--- config.mk ---
export PLATFORM = sky130hd
export DESIGN_NAME = skin_weight_renormalizer
export DESIGN_NICKNAME = d
export VERILOG_FILES = /design/src/hdl/skw_pkg.sv /design/src/hdl/skw_front.sv /design/src/hdl/skw_queue.sv /design/src/hdl/skw_back.sv /design/src/hdl/skin_weight_renormalizer.sv
export SDC_FILE = /design/constraint.sdc
export NUM_CORES = 1
export LEC_CHECK = 0
export ABC_AREA = 1
export BUFFER_PORTS_ARGS = -buffer_cell sky130_fd_sc_hd__buf_2
export CAP_MARGIN = 20
export CORE_UTILIZATION = 55
export DETAILED_ROUTE_END_ITERATION = 6
export PLACE_DENSITY = 0.72
export SLEW_MARGIN = 25
export SYNTH_ARGS = -nofsm -noshare
export SYNTH_HDL_FRONTEND = slang
export SYNTH_SLANG_ARGS = --single-unit
--- constraint.sdc ---
create_clock -name aclk -period 4.3 [get_ports aclk]
set_input_delay 0.43 -clock aclk [delete_from_list [all_inputs] [get_ports aclk]]
set_output_delay 0.43 -clock aclk [all_outputs]
set_load 0.02 [all_outputs]
--- src/hdl/skw_pkg.sv ---
// Shared types and constants for the skinning weight renormaliser.
package skw_pkg;

    localparam int BONE_W   = 10;
    localparam int CLOTH_W  = 11;
    localparam int WEIGHT_W = 17;
    localparam int SUM_W    = 20;
    localparam int SLOT_W   = 3;

    localparam logic [WEIGHT_W-1:0] ONE_Q16     = 17'd65536;
    localparam logic [SUM_W-1:0]    SUM_MAX     = 20'hFFFFF;
    localparam logic [CLOTH_W-1:0]  CLOTH_RESET = 11'h7FF;

    localparam int QUEUE_DEPTH = 4;
    localparam int QUEUE_AW    = $clog2(QUEUE_DEPTH);

    localparam int QUOT_W    = 18;
    localparam int DIV_ITERS = QUOT_W / 2;
    localparam int CNT_W     = $clog2(DIV_ITERS + 1);

    typedef struct packed {
        logic [SLOT_W-1:0]   slot;
        logic [WEIGHT_W-1:0] weight;
        logic [SUM_W-1:0]    sum;
        logic                last;
        logic                too_many;
    } skw_job_t;

endpackage

--- src/hdl/skw_front.sv ---
// Front end: collects a vertex's attachments, then hands one division job per slot.
module skw_front
    import skw_pkg::*;
#(
    parameter int MAX_ATTACH = 6
) (
    input  logic                aclk,
    input  logic                aresetn,
    input  logic [CLOTH_W-1:0]  cloth_bone_id,
    input  logic                in_valid,
    output logic                in_ready,
    input  logic [BONE_W-1:0]   in_bone,
    input  logic [WEIGHT_W-1:0] in_weight,
    input  logic                in_last,
    output logic                job_valid,
    input  logic                job_ready,
    output skw_job_t            job
);

    localparam int CW = $clog2(MAX_ATTACH + 1);
    localparam int IW = (MAX_ATTACH > 1) ? $clog2(MAX_ATTACH) : 1;

    localparam logic ST_COLLECT = 1'b0;
    localparam logic ST_DRAIN   = 1'b1;

    logic                state_reg, state_next;
    logic [CW-1:0]       count_reg, count_next;
    logic [SUM_W-1:0]    sum_reg, sum_next;
    logic                ovf_reg, ovf_next;
    logic [IW-1:0]       rd_reg, rd_next;
    logic [WEIGHT_W-1:0] store [MAX_ATTACH];

    logic                wr_en;
    logic [WEIGHT_W-1:0] wr_data;
    logic                cloth_hit;
    logic [SUM_W:0]      sum_ext;

    always_comb begin
        state_next = state_reg;
        count_next = count_reg;
        sum_next   = sum_reg;
        ovf_next   = ovf_reg;
        rd_next    = rd_reg;
        wr_en      = 1'b0;
        wr_data    = in_weight;

        in_ready  = (state_reg == ST_COLLECT);
        job_valid = (state_reg == ST_DRAIN);

        job.slot     = SLOT_W'(rd_reg);
        job.weight   = store[rd_reg];
        job.sum      = sum_reg;
        job.last     = ((CW'(rd_reg) + CW'(1)) == count_reg);
        job.too_many = ovf_reg;

        cloth_hit = !cloth_bone_id[CLOTH_W-1] && (in_bone == cloth_bone_id[BONE_W-1:0]);
        sum_ext   = {1'b0, sum_reg} + (SUM_W+1)'(in_weight);

        if (in_valid && in_ready) begin
            if (count_reg < CW'(MAX_ATTACH)) begin
                wr_en      = 1'b1;
                count_next = count_reg + CW'(1);
                if (cloth_hit) begin
                    wr_data = '0;
                end else begin
                    sum_next = sum_ext[SUM_W] ? SUM_MAX : sum_ext[SUM_W-1:0];
                end
            end else begin
                ovf_next = 1'b1;
            end
            if (in_last) begin
                state_next = ST_DRAIN;
                rd_next    = '0;
            end
        end

        if (job_valid && job_ready) begin
            if (job.last) begin
                state_next = ST_COLLECT;
                count_next = '0;
                sum_next   = '0;
                ovf_next   = 1'b0;
            end else begin
                rd_next = rd_reg + IW'(1);
            end
        end
    end

    always_ff @(posedge aclk) begin
        if (!aresetn) begin
            state_reg <= ST_COLLECT;
            count_reg <= '0;
            sum_reg   <= '0;
            ovf_reg   <= 1'b0;
            rd_reg    <= '0;
        end else begin
            state_reg <= state_next;
            count_reg <= count_next;
            sum_reg   <= sum_next;
            ovf_reg   <= ovf_next;
            rd_reg    <= rd_next;
        end
    end

    always_ff @(posedge aclk) begin
        if (wr_en) begin
            store[count_reg[IW-1:0]] <= wr_data;
        end
    end

endmodule

--- src/hdl/skw_queue.sv ---
// Short job queue between the front end and the divider.
module skw_queue
    import skw_pkg::*;
(
    input  logic     aclk,
    input  logic     aresetn,
    input  logic     wr_valid,
    output logic     wr_ready,
    input  skw_job_t wr_job,
    output logic     rd_valid,
    input  logic     rd_ready,
    output skw_job_t rd_job
);

    skw_job_t            mem [QUEUE_DEPTH];
    logic [QUEUE_AW:0]   wp_reg, rp_reg;

    assign wr_ready = ((wp_reg - rp_reg) != (QUEUE_AW+1)'(QUEUE_DEPTH));
    assign rd_valid = (wp_reg != rp_reg);
    assign rd_job   = mem[rp_reg[QUEUE_AW-1:0]];

    always_ff @(posedge aclk) begin
        if (!aresetn) begin
            wp_reg <= '0;
            rp_reg <= '0;
        end else begin
            if (wr_valid && wr_ready) begin
                wp_reg <= wp_reg + (QUEUE_AW+1)'(1);
            end
            if (rd_valid && rd_ready) begin
                rp_reg <= rp_reg + (QUEUE_AW+1)'(1);
            end
        end
    end

    always_ff @(posedge aclk) begin
        if (wr_valid && wr_ready) begin
            mem[wp_reg[QUEUE_AW-1:0]] <= wr_job;
        end
    end

endmodule

--- src/hdl/skw_back.sv ---
// Back end: radix-4 restoring divider and the result output register.
module skw_back
    import skw_pkg::*;
(
    input  logic                aclk,
    input  logic                aresetn,
    input  logic                job_valid,
    output logic                job_ready,
    input  skw_job_t            job,
    output logic                out_valid,
    input  logic                out_ready,
    output logic [SLOT_W-1:0]   out_slot,
    output logic [WEIGHT_W-1:0] out_weight,
    output logic                out_last,
    output logic                out_too_many
);

    logic                busy_reg;
    logic [CNT_W-1:0]    cnt_reg;
    logic [SUM_W:0]      rem_reg, rem_next;
    logic [QUOT_W-1:0]   dvd_reg, dvd_next;
    logic [QUOT_W-1:0]   quot_reg, quot_next;
    logic [SUM_W-1:0]    divisor_reg;
    logic [WEIGHT_W-1:0] weight_reg;
    logic [SLOT_W-1:0]   slot_reg;
    logic                last_reg;
    logic                tm_reg;
    logic                zero_reg;

    logic                out_valid_reg;
    logic [SLOT_W-1:0]   out_slot_reg;
    logic [WEIGHT_W-1:0] out_weight_reg;
    logic                out_last_reg;
    logic                out_tm_reg;

    logic                done;
    logic                out_free;
    logic [SUM_W:0]      trial;
    logic [WEIGHT_W-1:0] result;

    assign job_ready = !busy_reg;
    assign done      = busy_reg && (cnt_reg == '0);
    assign out_free  = !out_valid_reg || out_ready;

    always_comb begin
        rem_next  = rem_reg;
        dvd_next  = dvd_reg;
        quot_next = quot_reg;
        trial     = '0;
        for (int i = 0; i < 2; i++) begin
            trial    = {rem_next[SUM_W-1:0], dvd_next[QUOT_W-1]};
            dvd_next = {dvd_next[QUOT_W-2:0], 1'b0};
            if (trial >= {1'b0, divisor_reg}) begin
                rem_next  = trial - {1'b0, divisor_reg};
                quot_next = {quot_next[QUOT_W-2:0], 1'b1};
            end else begin
                rem_next  = trial;
                quot_next = {quot_next[QUOT_W-2:0], 1'b0};
            end
        end
    end

    always_comb begin
        if (zero_reg) begin
            result = weight_reg;
        end else if (quot_reg > QUOT_W'(ONE_Q16)) begin
            result = ONE_Q16;
        end else begin
            result = quot_reg[WEIGHT_W-1:0];
        end
    end

    always_ff @(posedge aclk) begin
        if (!aresetn) begin
            busy_reg      <= 1'b0;
            cnt_reg       <= '0;
            out_valid_reg <= 1'b0;
        end else begin
            if (job_valid && job_ready) begin
                busy_reg <= 1'b1;
                cnt_reg  <= CNT_W'(DIV_ITERS);
            end else if (busy_reg && cnt_reg != '0) begin
                cnt_reg <= cnt_reg - CNT_W'(1);
            end else if (done && out_free) begin
                busy_reg <= 1'b0;
            end
            if (done && out_free) begin
                out_valid_reg <= 1'b1;
            end else if (out_ready) begin
                out_valid_reg <= 1'b0;
            end
        end
    end

    always_ff @(posedge aclk) begin
        if (job_valid && job_ready) begin
            rem_reg     <= (SUM_W+1)'(job.weight[WEIGHT_W-1:2]);
            dvd_reg     <= {job.weight[1:0], 16'b0};
            quot_reg    <= '0;
            divisor_reg <= job.sum;
            weight_reg  <= job.weight;
            slot_reg    <= job.slot;
            last_reg    <= job.last;
            tm_reg      <= job.too_many;
            zero_reg    <= (job.sum == '0);
        end else if (busy_reg && cnt_reg != '0) begin
            rem_reg  <= rem_next;
            dvd_reg  <= dvd_next;
            quot_reg <= quot_next;
        end
        if (done && out_free) begin
            out_slot_reg   <= slot_reg;
            out_weight_reg <= result;
            out_last_reg   <= last_reg;
            out_tm_reg     <= tm_reg;
        end
    end

    assign out_valid    = out_valid_reg;
    assign out_slot     = out_slot_reg;
    assign out_weight   = out_weight_reg;
    assign out_last     = out_last_reg;
    assign out_too_many = out_tm_reg;

    a_weight_range: assert property (@(posedge aclk) disable iff (!aresetn)
        out_valid_reg |-> (out_weight_reg <= ONE_Q16))
        else $error("result weight above one");

    a_job_start: assert property (@(posedge aclk) disable iff (!aresetn)
        (job_valid && job_ready) |=> (busy_reg && cnt_reg == CNT_W'(DIV_ITERS)))
        else $error("division did not start on job pop");

    a_iter_count: assert property (@(posedge aclk) disable iff (!aresetn)
        (busy_reg && cnt_reg != '0) |=> (busy_reg && cnt_reg == $past(cnt_reg) - CNT_W'(1)))
        else $error("divider step counter slipped");

endmodule

--- src/hdl/skin_weight_renormalizer.sv ---
// Top level of the skinning weight renormaliser.
//
// Input beats carry one bone attachment each: s_tdata holds bone id and weight, s_tlast
// closes the vertex. Attachments whose bone equals the cloth bone register are stored as
// zero; the rest are summed with saturation. Beyond MAX_ATTACH slots an attachment is
// dropped and the vertex is flagged. cfg_data writes the cloth bone (-1 disables it).
// After the closing beat the front end hands one job per stored slot to a four-entry
// queue, one a cycle while the queue has room, and holds s_tready low meanwhile. Other
// beats are taken one a cycle. The back end divides weight * 65536 by the sum with a
// radix-4 restoring divider and takes a new job only once the last result has entered
// the output register. Results leave in slot order through that register; when m_tready
// is low it holds, the divider waits, the queue fills and the front end stalls in turn.
// Reset clears all control state and sets the cloth bone to -1; the slot store needs
// no clearing.
module skin_weight_renormalizer
    import skw_pkg::*;
#(
    parameter int MAX_ATTACH = 6
) (
    input  logic               aclk,
    input  logic               aresetn,
    input  logic               cfg_valid,
    output logic               cfg_ready,
    input  logic [CLOTH_W-1:0] cfg_data,
    input  logic               s_tvalid,
    output logic               s_tready,
    input  logic [31:0]        s_tdata,   // bone_id [9:0], weight [26:10], zero [31:27]
    input  logic               s_tlast,
    output logic               m_tvalid,
    input  logic               m_tready,
    output logic [23:0]        m_tdata,   // slot [2:0], new_weight [19:3], zero [23:20]
    output logic               m_tlast,
    output logic               m_tuser    // too_many
);

    logic [CLOTH_W-1:0]  cloth_reg;
    logic                fj_valid, fj_ready, bj_valid, bj_ready;
    skw_job_t            fj, bj;
    logic [SLOT_W-1:0]   out_slot;
    logic [WEIGHT_W-1:0] out_weight;

    assign cfg_ready = 1'b1;

    always_ff @(posedge aclk) begin
        if (!aresetn) begin
            cloth_reg <= CLOTH_RESET;
        end else if (cfg_valid && cfg_ready) begin
            cloth_reg <= cfg_data;
        end
    end

    skw_front #(.MAX_ATTACH(MAX_ATTACH)) u_front (
        .aclk          (aclk),
        .aresetn       (aresetn),
        .cloth_bone_id (cloth_reg),
        .in_valid      (s_tvalid),
        .in_ready      (s_tready),
        .in_bone       (s_tdata[BONE_W-1:0]),
        .in_weight     (s_tdata[BONE_W+WEIGHT_W-1:BONE_W]),
        .in_last       (s_tlast),
        .job_valid     (fj_valid),
        .job_ready     (fj_ready),
        .job           (fj)
    );

    skw_queue u_queue (
        .aclk     (aclk),
        .aresetn  (aresetn),
        .wr_valid (fj_valid),
        .wr_ready (fj_ready),
        .wr_job   (fj),
        .rd_valid (bj_valid),
        .rd_ready (bj_ready),
        .rd_job   (bj)
    );

    skw_back u_back (
        .aclk         (aclk),
        .aresetn      (aresetn),
        .job_valid    (bj_valid),
        .job_ready    (bj_ready),
        .job          (bj),
        .out_valid    (m_tvalid),
        .out_ready    (m_tready),
        .out_slot     (out_slot),
        .out_weight   (out_weight),
        .out_last     (m_tlast),
        .out_too_many (m_tuser)
    );

    assign m_tdata = {4'b0, out_weight, out_slot};

endmodule

==> impl_metrics.py <==
metrics = {
    "yosys": {
        "synth-simple-area-share_pct": 14.4,
        "synth.mux.area_fraction_pct": 0,
        "synth_compound_gate_area_share_pct": 12.9,
        "synth.yosys.warnings": 0,
        "gate_count_after_technology_mapping": 1986,
        "synth_top_family_by_area": "simple AND/OR/NAND/NOR gates",
        "edff_count_synth": 352,
        "synth_sequential_area_ratio_pct": 60.4,
        "synthXorXnorAreaFrac_pct": 2.32,
        "netlist_cell_types": 51,
        "yosys.area_share.adder_pct": 4.49,
        "syn_avg_cell_area_um2": 10.1,
        "synth_top_flop_cell": "sky130_fd_sc_hd__edfxtp_1",
        "ff_latch_count_synth": 428,
        "synthArstFlopShare_pct": 0,
        "netlist_area_um2": 20000,
    },
    "sta": {
        "max_freq_mhz": 246,
        "hold_slack_ps": 75.0,
        "worst-slew-pin-transition_ps": 798,
        "final_critical_path_setup_slack_ps": 228,
        "final_min_period_over_clock_period_pct": 94.7,
        "rsz0062_at_grt": "true",
        "finalSetupViolations": 0,
        "post-route-min-period_ps": 4070,
        "max_slew_vio_count": 0,
        "worst_slew_slack_as_a_fraction_of_its_limit_pct": 46.7,
        "report.final.hold_viol_count": 0,
        "clock_skew_ps": 13.0,
        "final.setup.tns_ps": 0,
    },
    "placed_design": {
        "place_ws_ps": 45.2,
        "gp_congestion": 0.954,
        "dp.final_hpwl_mm": 32.1,
        "place_inst": 2547,
        "port_buffers": 67,
        "dpl-instance-area_um2": 21500,
    },
    "global_route": {
        "gr-usage-all-layers_pct": 25.7,
        "number_of_antenna_violations_at_the_first_check_in_global_routing": 0,
        "globalRoute.totalOverflow": 0,
        "first_global_vias": 14200,
        "grt_max_degree": 63,
        "global_route_wire_length_before_repair_mm": 72.9,
    },
    "clock_tree": {
        "h-tree-depth": 2,
        "max-clock-path-buffers": 3,
        "cts_root_buffer": "sky130_fd_sc_hd__clkbuf_16",
        "clkTransAtPathRegs_ps": 60,
        "ctsHoldBuffers": 0,
        "numClockSinks": 428,
        "tritoncts.num_buffers": 44,
        "insertion_delay_ps": 570,
        "cts_tree": "done",
    },
    "critical_path": {
        "start_of_the_worst_register_to_register_path": "u_back.divisor_reg[0]",
        "worst-endpoint-required_ps": 4580,
        "worst-setup-path-type": "reg2reg",
        "startpoint_type": "flip-flop",
        "critical_path_fanouts_max": 7,
        "timing.critical_path.from": "u_back.divisor_reg[0]",
        "timing.critical_path.to_type": "flip-flop",
        "worstPathArrival_ps": 4360,
    },
    "die": {
        "die_w_um": 193,
        "rows": 69,
        "pin_count": 78,
        "die_area_um2": 37200,
        "fp.coreArea_um2": 35700,
        "initial_standard_cell_utilization_of_the_core_pct": 56.0,
        "die_h_um": 193,
    },
    "drt": {
        "postRouteAntennaNets": 0,
        "via_count_of_the_routed_design": 14800,
        "routed_wire_length_per_instance_um": 17.7,
        "routed_via_density": 5.62,
        "detail_route.drc_violations": 10,
        "drt_first_iter_violations": 1053,
        "firstDrtPassIters": 7,
        "wirelength_mm": 46.7,
    },
    "status": {
        "violated_checks": "design-rule violations",
        "outcome": "complete, but fails checks",
    },
    "power_and_ir_drop": {
        "irDropWorstVdd_mv": 0.463,
        "total_leakage_power_nw": 9.34,
        "powerDensity_nw_per_um2": 791,
    },
    "flow_run": {
        "timing.max_cap.violations": 0,
    },
    "layout": {
        "final-instance-count-excl-fill": 2632,
        "fraction_of_layout_cells_with_a_size_suffix_above_1_pct": 13.9,
        "finalNetCount": 2257,
        "syn_to_final_growth_pct": 15.7,
        "fin_area_um2": 23200,
        "fill_count": 2825,
        "max_ffs_per_register": 168,
        "diodes": 0,
    },
    "hold_path": {
        "hold_start": "cfg_data[4]",
        "holdCritPathClass": "in2reg",
    },
}
## worst max-delay path, stage by stage, from the launching register on
cell and delay (ps):
sky130_fd_sc_hd__edfxtp_1 450, sky130_fd_sc_hd__ha_1 180, sky130_fd_sc_hd__inv_1 70, sky130_fd_sc_hd__fa_2 380, sky130_fd_sc_hd__inv_1 100, sky130_fd_sc_hd__o21ai_0 100
sky130_fd_sc_hd__buf_4 160, sky130_fd_sc_hd__a21o_1 210, sky130_fd_sc_hd__nand2_1 60, sky130_fd_sc_hd__nand2_1 70, sky130_fd_sc_hd__xnor2_1 140, sky130_fd_sc_hd__nand2_1 60
sky130_fd_sc_hd__nand2_1 110, sky130_fd_sc_hd__inv_1 60, sky130_fd_sc_hd__ha_1 290, sky130_fd_sc_hd__nand2_1 70, sky130_fd_sc_hd__inv_1 90, sky130_fd_sc_hd__nand4_1 170
sky130_fd_sc_hd__nor2_1 60, sky130_fd_sc_hd__a21boi_1 180, sky130_fd_sc_hd__nand2_1 120, sky130_fd_sc_hd__nand2_4 140, sky130_fd_sc_hd__nand3_4 160, sky130_fd_sc_hd__buf_4 190
sky130_fd_sc_hd__o21ai_1 110, sky130_fd_sc_hd__o21ai_1 60
## per-layer routing
metal	track usage (%)	up-vias	routed length [um]	share of wire, %
met5	0	-	0	0
met4	8.84	0	1260	2.7
met3	3.40	78	2730	5.9
met2	43.3	480	22500	48
met1	34.1	7009	20200	43
li1	-	7226	-	-
## power breakdown
part	internal [mW]	switching (mW)
registers	5.48	0.292
logic	3.40	5.39
clock network	2.23	1.55
total	11.1	7.23
## synth_stat cells (3+ instances only)
| master | n | share of area, % |
|---|---|---|
| sky130_fd_sc_hd__nor2_2 | 4 | 0.12 |
| sky130_fd_sc_hd__or2_2 | 3 | 0.094 |
| sky130_fd_sc_hd__ha_1 | 67 | 4.2 |
| sky130_fd_sc_hd__a32o_1 | 17 | 0.85 |
| sky130_fd_sc_hd__nor3_1 | 8 | 0.20 |
| sky130_fd_sc_hd__xor2_1 | 26 | 1.1 |
| sky130_fd_sc_hd__nor3b_1 | 3 | 0.11 |
| sky130_fd_sc_hd__buf_4 | 7 | 0.26 |
| sky130_fd_sc_hd__o21ai_1 | 15 | 0.37 |
| sky130_fd_sc_hd__o31ai_1 | 11 | 0.41 |
| sky130_fd_sc_hd__fa_1 | 3 | 0.30 |
| sky130_fd_sc_hd__o22ai_1 | 70 | 2.2 |
| sky130_fd_sc_hd__o211ai_1 | 7 | 0.26 |
| sky130_fd_sc_hd__buf_2 | 8 | 0.20 |
| sky130_fd_sc_hd__nor2_1 | 199 | 3.7 |
| sky130_fd_sc_hd__dfxtp_1 | 76 | 7.6 |
| sky130_fd_sc_hd__a21oi_1 | 121 | 3.0 |
| sky130_fd_sc_hd__o21ai_0 | 170 | 4.2 |
| sky130_fd_sc_hd__nand4_1 | 18 | 0.56 |
| sky130_fd_sc_hd__a21o_1 | 7 | 0.26 |
| sky130_fd_sc_hd__a21boi_0 | 3 | 0.11 |
| sky130_fd_sc_hd__nand3_1 | 52 | 1.3 |
| sky130_fd_sc_hd__o21bai_1 | 4 | 0.15 |
| sky130_fd_sc_hd__clkbuf_1 | 56 | 1.0 |
| sky130_fd_sc_hd__a22oi_1 | 8 | 0.30 |
| sky130_fd_sc_hd__xnor2_1 | 27 | 1.2 |
| sky130_fd_sc_hd__a31oi_1 | 8 | 0.25 |
| sky130_fd_sc_hd__clkinv_1 | 4 | 0.075 |
| sky130_fd_sc_hd__inv_2 | 3 | 0.056 |
| sky130_fd_sc_hd__inv_1 | 198 | 3.7 |
| sky130_fd_sc_hd__edfxtp_1 | 352 | 53 |
| sky130_fd_sc_hd__nand2_1 | 388 | 7.3 |
| sky130_fd_sc_hd__nor4_1 | 11 | 0.34 |
| sky130_fd_sc_hd__nand3b_1 | 5 | 0.19 |
| sky130_fd_sc_hd__o21a_1 | 5 | 0.19 |
## cell type report
class | instances | area [um2] | share of cell area (%)
repair buffers | 176 | 1190 | 5.13
multi-input cells | 1283 | 7110 | 30.7
clock inverters | 17 | 183 | 0.788
clock buffers | 62 | 1260 | 5.44
well taps | 461 | 577 | 2.49
inverters | 205 | 769 | 3.32
flip-flops and latches | 428 | 12100 | 52.2
## metrics by stage
step | total power [mW] | utilization, %
after floorplan | 11.3 | -
after global placement | 14.0 | 60.1
after detailed placement | 14.1 | 60.1
after CTS | 17.9 | 64.1
after global routing | 19.6 | 64.9
final | 18.3 | 64.9
## path summary, 6_finish.rpt
path                                           to  slack, ps  depth (start not counted)
worst min register to register    u_back.out_last        420                          0
worst max-delay path            u_back.rem_reg[0]        230                         25
worst min-delay path                 cloth_reg[4]         80                          3
worst max register to register  u_back.rem_reg[0]        230                         25
## placed cells by master, fill, tap and decap left out, types with 8 or more instances in the layout
cell / synthesis / layout
sky130_fd_sc_hd__xor2_1: 26 / 26
sky130_fd_sc_hd__buf_2: 8 / 67
sky130_fd_sc_hd__o31ai_1: 11 / 11
sky130_fd_sc_hd__dfxtp_1: 76 / 74
sky130_fd_sc_hd__a21oi_1: 121 / 116
sky130_fd_sc_hd__clkbuf_1: 56 / 11
sky130_fd_sc_hd__ha_1: 67 / 59
sky130_fd_sc_hd__o22ai_1: 70 / 70
sky130_fd_sc_hd__buf_4: 7 / 104
sky130_fd_sc_hd__inv_1: 198 / 194
sky130_fd_sc_hd__nor3_1: 8 / 8
sky130_fd_sc_hd__xnor2_1: 27 / 27
sky130_fd_sc_hd__o21ai_1: 15 / 15
sky130_fd_sc_hd__clkbuf_16: 0 / 46
sky130_fd_sc_hd__o21ai_0: 170 / 168
sky130_fd_sc_hd__nand2_1: 388 / 383
sky130_fd_sc_hd__nor4_1: 11 / 11
sky130_fd_sc_hd__nor2_1: 199 / 191
sky130_fd_sc_hd__a22oi_1: 8 / 8
sky130_fd_sc_hd__a32o_1: 17 / 17
sky130_fd_sc_hd__nand4_1: 18 / 18
sky130_fd_sc_hd__nand3_1: 52 / 50
sky130_fd_sc_hd__edfxtp_1: 352 / 352
sky130_fd_sc_hd__clkinv_1: 4 / 8
## timing repair
action,in CTS,in global routing
setup buffers,0,2
resized for setup,0,40
setup endpoints to repair,0,21
## cell families (layout without fill, tap and decap cells)
kind of cell / Yosys count / in the layout
compound gates: 451 / 451
other cells: 2 / 5
flops: 428 / 428
simple gates: 702 / 704
xor+xnor: 53 / 53
buf+inv: 280 / 460
fa+ha+maj: 70 / 70
Power figures use the tool's default switching activity.
